<file path="src/rtl/core/lce_pkg.sv">
// Shared constants, register indexes and the exponent table of the logistic curve evaluator.
package lce_pkg;

   localparam int WORD_BITS_DEFAULT = 32;
   localparam int FRAC_BITS_DEFAULT = 16;

   localparam int CSR_INDEX_BITS = 4;

   localparam logic [CSR_INDEX_BITS-1:0] REG_LOWER_LEVEL  = 4'd0;
   localparam logic [CSR_INDEX_BITS-1:0] REG_UPPER_LEVEL  = 4'd1;
   localparam logic [CSR_INDEX_BITS-1:0] REG_CENTER_POINT = 4'd2;
   localparam logic [CSR_INDEX_BITS-1:0] REG_SLOPE_FACTOR = 4'd3;

   localparam int LOG2E_Q16 = 94548;
   localparam int TAB_BITS  = 18;

   // 2^(i/16) in Q16
   function automatic logic [TAB_BITS-1:0] pow2_frac(input logic [4:0] idx);
      logic [TAB_BITS-1:0] val;
      unique case (idx)
         5'd0:  val = 18'd65536;
         5'd1:  val = 18'd68438;
         5'd2:  val = 18'd71468;
         5'd3:  val = 18'd74632;
         5'd4:  val = 18'd77936;
         5'd5:  val = 18'd81386;
         5'd6:  val = 18'd84990;
         5'd7:  val = 18'd88752;
         5'd8:  val = 18'd92682;
         5'd9:  val = 18'd96785;
         5'd10: val = 18'd101070;
         5'd11: val = 18'd105545;
         5'd12: val = 18'd110217;
         5'd13: val = 18'd115097;
         5'd14: val = 18'd120193;
         5'd15: val = 18'd125515;
         default: val = 18'd131072;
      endcase
      return val;
   endfunction

endpackage

</file>
<file path="src/rtl/core/lce_divider.sv">
// Pipelined restoring divider: rounded 2^(2F) / den, one quotient bit per stage.
module lce_divider #(
   parameter int FRAC_BITS = lce_pkg::FRAC_BITS_DEFAULT,
   parameter int DEN_BITS  = lce_pkg::FRAC_BITS_DEFAULT + 34,
   parameter int SIDE_BITS = lce_pkg::WORD_BITS_DEFAULT + 2
) (
   input  logic                 clock,
   input  logic                 reset,
   input  logic                 in_valid,
   output logic                 in_take,
   input  logic [DEN_BITS-1:0]  in_den,
   input  logic [SIDE_BITS-1:0] in_side,
   output logic                 out_valid,
   input  logic                 out_take,
   output logic [FRAC_BITS:0]   out_quo,
   output logic [SIDE_BITS-1:0] out_side
);

   localparam int Q  = FRAC_BITS + 1;
   localparam int RW = DEN_BITS + FRAC_BITS + 1;

   logic [Q-1:0]         v_ff;
   logic [Q:0]           take;
   logic [RW-1:0]        rem_ff  [Q];
   logic [DEN_BITS-1:0]  den_ff  [Q];
   logic [Q-1:0]         quo_ff  [Q];
   logic [SIDE_BITS-1:0] side_ff [Q];

   logic [RW-1:0]        rem_in  [Q];
   logic [Q-1:0]         quo_in  [Q];
   logic [DEN_BITS-1:0]  den_src [Q];
   logic [SIDE_BITS-1:0] side_src[Q];
   logic [Q-1:0]         v_src;

   always_comb begin
      take[Q] = out_take;
      for (int j = Q - 1; j >= 0; j--) begin
         take[j] = !v_ff[j] || take[j+1];
      end
   end

   always_comb begin
      logic [RW-1:0] rem_src;
      logic [Q-1:0]  quo_src;
      logic [RW-1:0] shifted;
      for (int j = 0; j < Q; j++) begin
         if (j == 0) begin
            rem_src     = (RW'(1) << (2 * FRAC_BITS)) + RW'(in_den >> 1);
            quo_src     = '0;
            den_src[j]  = in_den;
            side_src[j] = in_side;
            v_src[j]    = in_valid;
         end else begin
            rem_src     = rem_ff[j-1];
            quo_src     = quo_ff[j-1];
            den_src[j]  = den_ff[j-1];
            side_src[j] = side_ff[j-1];
            v_src[j]    = v_ff[j-1];
         end
         shifted = RW'(den_src[j]) << (Q - 1 - j);
         if (rem_src >= shifted) begin
            rem_in[j] = rem_src - shifted;
            quo_in[j] = quo_src | (Q'(1) << (Q - 1 - j));
         end else begin
            rem_in[j] = rem_src;
            quo_in[j] = quo_src;
         end
      end
   end

   always_ff @(posedge clock) begin
      if (reset) begin
         v_ff <= '0;
      end else begin
         for (int j = 0; j < Q; j++) begin
            if (take[j]) begin
               v_ff[j] <= v_src[j];
            end
         end
      end
   end

   always_ff @(posedge clock) begin
      for (int j = 0; j < Q; j++) begin
         if (take[j]) begin
            rem_ff[j]  <= rem_in[j];
            quo_ff[j]  <= quo_in[j];
            den_ff[j]  <= den_src[j];
            side_ff[j] <= side_src[j];
         end
      end
   end

   assign in_take   = take[0];
   assign out_valid = v_ff[Q-1];
   assign out_quo   = quo_ff[Q-1];
   assign out_side  = side_ff[Q-1];

endmodule
</file>
<file path="config.mk">
export PLATFORM = sky130hd
export DESIGN_NAME = lce_divider
export DESIGN_NICKNAME = d
export VERILOG_FILES = /design/src/rtl/core/lce_pkg.sv /design/src/rtl/core/lce_divider.sv
export SDC_FILE = /design/constraint.sdc
export NUM_CORES = 2
export LEC_CHECK = 0
export BUFFER_PORTS_ARGS = -buffer_cell sky130_fd_sc_hd__buf_2
export CORE_AREA = 8 8 595 597
export DETAILED_ROUTE_END_ITERATION = 10
export DIE_AREA = 0 0 603 605
export GPL_ROUTABILITY_DRIVEN = 1
export PLACE_DENSITY = 0.57
export SYNTH_ARGS = -nofsm -noshare
export SYNTH_HDL_FRONTEND = slang
export SYNTH_SLANG_ARGS = --single-unit
</file>
<file path="constraint.sdc">
create_clock -name clock -period 35.1 [get_ports clock]
set_clock_uncertainty 0.15 [all_clocks]
set_input_delay 8.775 -clock clock [delete_from_list [all_inputs] [get_ports clock]]
set_output_delay 8.775 -clock clock [all_outputs]
set_load 0.02 [all_outputs]
</file>
# Word-level counts from Yosys, hierarchy flattened
# Memory sizes are Yosys's and may differ from the RTL's.
# Cells that the tools add are included.
[classes] n_addsub=18 order_cmp=17 muxes=68 reduce_logical=34
[ops] operator="67-bit 2-to-1 mux" count=17
[ops] operator="67-bit by 50-bit >= comparator with 1-bit output" count=1
[ops] operator="67-bit by 51-bit >= comparator with 1-bit output" count=1
[ops] operator="67-bit by 52-bit >= comparator with 1-bit output" count=1
[ops] operator="67-bit by 53-bit >= comparator with 1-bit output" count=1
[ops] operator="67-bit by 54-bit >= comparator with 1-bit output" count=1
[ops] operator="67-bit by 55-bit >= comparator with 1-bit output" count=1
[ops] operator="67-bit by 56-bit >= comparator with 1-bit output" count=1
[ops] operator="67-bit by 57-bit >= comparator with 1-bit output" count=1
[ops] operator="67-bit by 58-bit >= comparator with 1-bit output" count=1
[ops] operator="67-bit by 59-bit >= comparator with 1-bit output" count=1
[ops] operator="67-bit by 60-bit >= comparator with 1-bit output" count=1
[ops] operator="67-bit by 61-bit >= comparator with 1-bit output" count=1
[ops] operator="67-bit by 62-bit >= comparator with 1-bit output" count=1
[ops] operator="67-bit by 63-bit >= comparator with 1-bit output" count=1
[ops] operator="67-bit by 64-bit >= comparator with 1-bit output" count=1
[ops] operator="67-bit by 65-bit >= comparator with 1-bit output" count=1
[ops] operator="50-bit by 66-bit subtractor with 67-bit output" count=1
[ops] operator="67-bit by 50-bit subtractor with 67-bit output" count=1
[ops] operator="67-bit by 51-bit subtractor with 67-bit output" count=1
[ops] operator="67-bit by 52-bit subtractor with 67-bit output" count=1
[ops] operator="67-bit by 53-bit subtractor with 67-bit output" count=1
[ops] operator="67-bit by 54-bit subtractor with 67-bit output" count=1
[ops] operator="67-bit by 55-bit subtractor with 67-bit output" count=1
[ops] operator="31 further kinds" count=97
[totals] register_bits=17 ram_bits=2856 inputBits=88 wordCells=158 memories=4
[mem_list] memory="rem_ff" words=17 word_bits=67 rd=16 rd_ports_with_merged_regs=0 wr=17 line="lce_divider.sv:24" text="logic [RW-1:0] rem_ff [Q];"
[mem_list] memory="den_ff" words=17 word_bits=50 rd=16 rd_ports_with_merged_regs=0 wr=17 line="lce_divider.sv:25" text="logic [DEN_BITS-1:0] den_ff [Q];"
[mem_list] memory="side_ff" words=17 word_bits=34 rd=17 rd_ports_with_merged_regs=0 wr=17 line="lce_divider.sv:27" text="logic [SIDE_BITS-1:0] side_ff [Q];"
[mem_list] memory="quo_ff" words=17 word_bits=17 rd=17 rd_ports_with_merged_regs=0 wr=17 line="lce_divider.sv:26" text="logic [Q-1:0] quo_ff [Q];"

# Longest topological paths before layout
[depth] ltp_word=20 ltp_mapped=17

# Worst setup path before layout
# No wires, ideal clock.
[synth_path] kind="input -> output" from="input out_take" to="output in_take" arrival_time_ps=23546 setup_slack_ps=2629 stages=11 n_path_buf=1 path_cell_list="nor2b_1 inv_1 nor2_1 and2_1 nand2_1 nor4_1 and2_1 clkbuf_1 nand4_1 nor2_1 nand3_1"
[synth_between] elab_chain_len=17
[synth_rtl] element="start: declaration" line="lce_divider.sv:14" text="input logic out_take,"
[synth_rtl] element="1-bit logical OR" line="lce_divider.sv:38" text="take[j] = !v_ff[j] || take[j+1];"
[synth_rtl] element="net take[16]" line="lce_divider.sv:23" text="logic [Q:0] take;"
[synth_rtl] element="1-bit logical OR (6 in a row)" line="lce_divider.sv:38"
[synth_rtl] element="net take[10]" line="lce_divider.sv:23"
[synth_rtl] element="1-bit logical OR (7 in a row)" line="lce_divider.sv:38"
[synth_rtl] element="net take[3]" line="lce_divider.sv:23"
[synth_rtl] element="1-bit logical OR (3 in a row)" line="lce_divider.sv:38"
[synth_rtl] element="end: declaration" line="lce_divider.sv:10" text="output logic in_take,"
# The timed path passes the listed nets, and every way through them passes these cells.

# Worst setup path in the final report
# Same ends and word-level chain as after synthesis.

==> flow_metrics.tcl <==
set metrics [dict create \
    ys_top_cells_by_count "2467 x edfxtp_1, 1244 x a21oi_1, 1077 x inv_1" \
    tightest_slew_ns 1.296 \
    ys_warn_count 0 \
    hpwl_mm 272.1 \
    status "complete, no violations" \
    htree_levels 5 \
    cts_resized 0 \
    synth_edf_count 2467 \
    slew_viol_final 0 \
    vias 92890 \
    slowest_stage "nor4_1" \
    drt_iter0_drc 5550 \
    cap_violations 0 \
    async_flop_share_pct 0 \
    critical_path_class "primary input to output pin" \
    slew_headroom_pct 13.27 \
    synth_fp_nets 13550 \
    highest_layer "met4" \
    grt_usage_pct 18.50 \
    arrival_ns 13.55 \
    fin_nets 13530 \
    place_ws_ns 12.55 \
    synth_xor_area_share_pct 5.378 \
    synth_mux_area_share_pct 0.8093 \
    finalHoldViolations 0 \
    required_ns 26.17 \
    synth.largest_area_cell "edfxtp_1" \
    antenna_left 0 \
    cts_max_path_buffers 4 \
    ys_ff_latch 2484 \
    wire_per_inst_um 19.95 \
    port_buffers 140 \
    yosysMostFrequentCell "edfxtp_1" \
    p_leak_nw 62.21 \
    p_per_area_mw_per_mm2 73.30 \
    setup_ws_ns 12.62 \
    drt-met1-wl_mm 136.7 \
    cts_setup_buffers 0 \
    ctsRootBufferMaster "clkbuf_16" \
    drc 0 \
    netlist_area_mm2 0.1373 \
    postSynthAreaPerCell_um2 10.89 \
    synthAdderAreaFrac_pct 7.834 \
    rsz0062_at_grt "false" \
    path_max_fanout 43 \
    syn_inst 12610 \
    seq_area_frac_synth_pct 54.21 \
    antenna_found_initial 5 \
    grt-ovfl-total 0 \
    ctsHoldBuffers 0 \
    synth.top_cell.area_share_pct 53.96 \
    grt_pass1_wl_mm 537.4 \
    avgViaCountPerCell 5.337 \
    wl_met2_mm 175.1 \
    synth-simple-area-share_pct 11.33 \
    hold_path.class "flip-flop to flip-flop" \
    ir_worst_vdd_uv 39.07 \
    layout-drive-gt1-share_pct 6.293 \
    synth_cell_types 114 \
    area_growth_pct 10.66 \
    grt_start_max_net_pins 107 \
    fin_crit_sh_pct 64.04 \
    path_clk_slew_ns 0.06 \
    max_stage_delay_ns 0.77 \
    reg2reg_setup_slack_ns 28.71 \
    core_area_mm2 0.3446 \
    synth_top_family_by_area "compound AO/OA/AOI/OAI gates" \
    die_x_um 603 \
    timing.fmax_mhz 44.49 \
    wl_met3_mm 9.960 \
    insertion_delay_ns 0.90 \
    gp_congestion 0.9280 \
    synth_area_leaders "edfxtp_1 54%, ha_1 7.6%, a21oi_1 4.5%, xnor2_1 3.0%, inv_1 2.9%" \
    first_global_vias 95320 \
    row_count 216 \
    die_area_mm2 0.3648 \
    synth-compound-area-share_pct 15.78 \
    cts_tree "done" \
    cp_top_family "simple AND/OR/NAND/NOR gates" \
    crit_buf_inv 3 \
    cp-start-kind "primary input" \
    ios 141 \
    wl_mm 347.3 \
    die_h_um 605 \
    cts_inserted_buffers 288 \
    path_cells "buf_2 -> nor2b_1 -> inv_2 -> nor2_1 -> and2_1 -> nand2_4 -> nor4_1 -> and2_1 -> nand4_1 -> nor2_1 -> nand3_4 -> buf_2" \
    first_pass_iters 6 \
    cts_sinks 2484 \
    initial_core_util_pct 39.84 \
    setup_viol 0 \
    finalSetupTns_ns 0 \
    fin_crit_ns 22.48 \
    synthFlopType "edfxtp_1" \
    end_kind "output pin" \
]
worst reg2reg max path: stages (launching register included):
cell and delay (ns):
dfxtp_1 0.32, nor2b_1 0.40, inv_2 0.31, nor2_1 0.40
and2_1 0.45, nand2_4 0.44, nor4_1 0.77, and2_1 0.50
nand4_1 0.21, nor2_1 0.58, nand2_4 0.46, buf_4 0.45
buf_4 0.52
cell type report:
cell class | count | area [µm²]
diodes | 3 | 7.507
clock buffers | 351 | 7526
clock inverters | 166 | 2004
fillers | 32480 | 192700
inverters | 1086 | 4106
multi-input cells | 8508 | 56740
flip-flops and latches | 2484 | 74420
well taps | 4578 | 5728
repair buffers | 228 | 1386
layer usage:
metal  track usage [%]  up-vias
li1                  -    46390
met1             20.18    43780
met2             34.23     1834
met3             2.040      895
met4             11.54        0
met5                 0        -
stage by stage:
stage	hold WS, ns	utilization, %	area, µm²	total power, mW	instances
after global routing	0.2557	44.09	151900	11.82	17400
after detailed placement	0.2545	41.32	142400	8.168	16880
after global placement	0.2508	41.32	142400	8.191	16880
after floorplan	0.2503	-	137300	7.098	12610
final	0.2500	44.09	151900	11.14	17400
after CTS	0.2504	44.09	151900	11.23	17400
final timing paths:
check | from | depth (start not counted) | endpoint
min | side_ff[0][294] | 0 | side_ff[0][328]
max | out_take | 12 | in_take
max reg2reg | v_ff[16] | 12 | den_ff[0][97]
min reg2reg | side_ff[0][294] | 0 | side_ff[0][328]
cells in the final DEF, fill, tap and decap left out, drive strengths merged, types with 107 or more instances in the layout:
cell,instances
nor3,186
nand2,915
nor2,932
o21bai,152
ha,834
nor4,119
edfxtp,2467
o21ai,758
xnor2,467
nand4,264
a21oi,1245
a21o,465
a31oi,111
inv,1100
clkbuf,351
clkinv,107
nand3,225
xor2,376
buf,228
state kept, by name (all words and copies together) (netlist names):
name	flops
v_ff	17
den_ff	800
quo_ff	153
side_ff	578
rem_ff	936
cell families (layout without fill, tap and decap cells):
group | count (synthesis) | after routing
simple gates | 3236 | 3236
mux | 101 | 101
compound gates | 3478 | 3478
buf+inv | 1615 | 1831
other cells | 0 | 3
xor+xnor | 843 | 843
fa+ha+maj | 850 | 850
flops | 2484 | 2484
power breakdown:
part | internal, mW | switching [mW] | leakage (nW)
clock network | 1.79 | 1.21 | 4.61
logic | 1.54 | 2.31 | 31.0
registers | 3.96 | 0.329 | 26.6
total | 7.29 | 3.85 | 62.2
No activity file was read; power rests on OpenSTA's default activity.
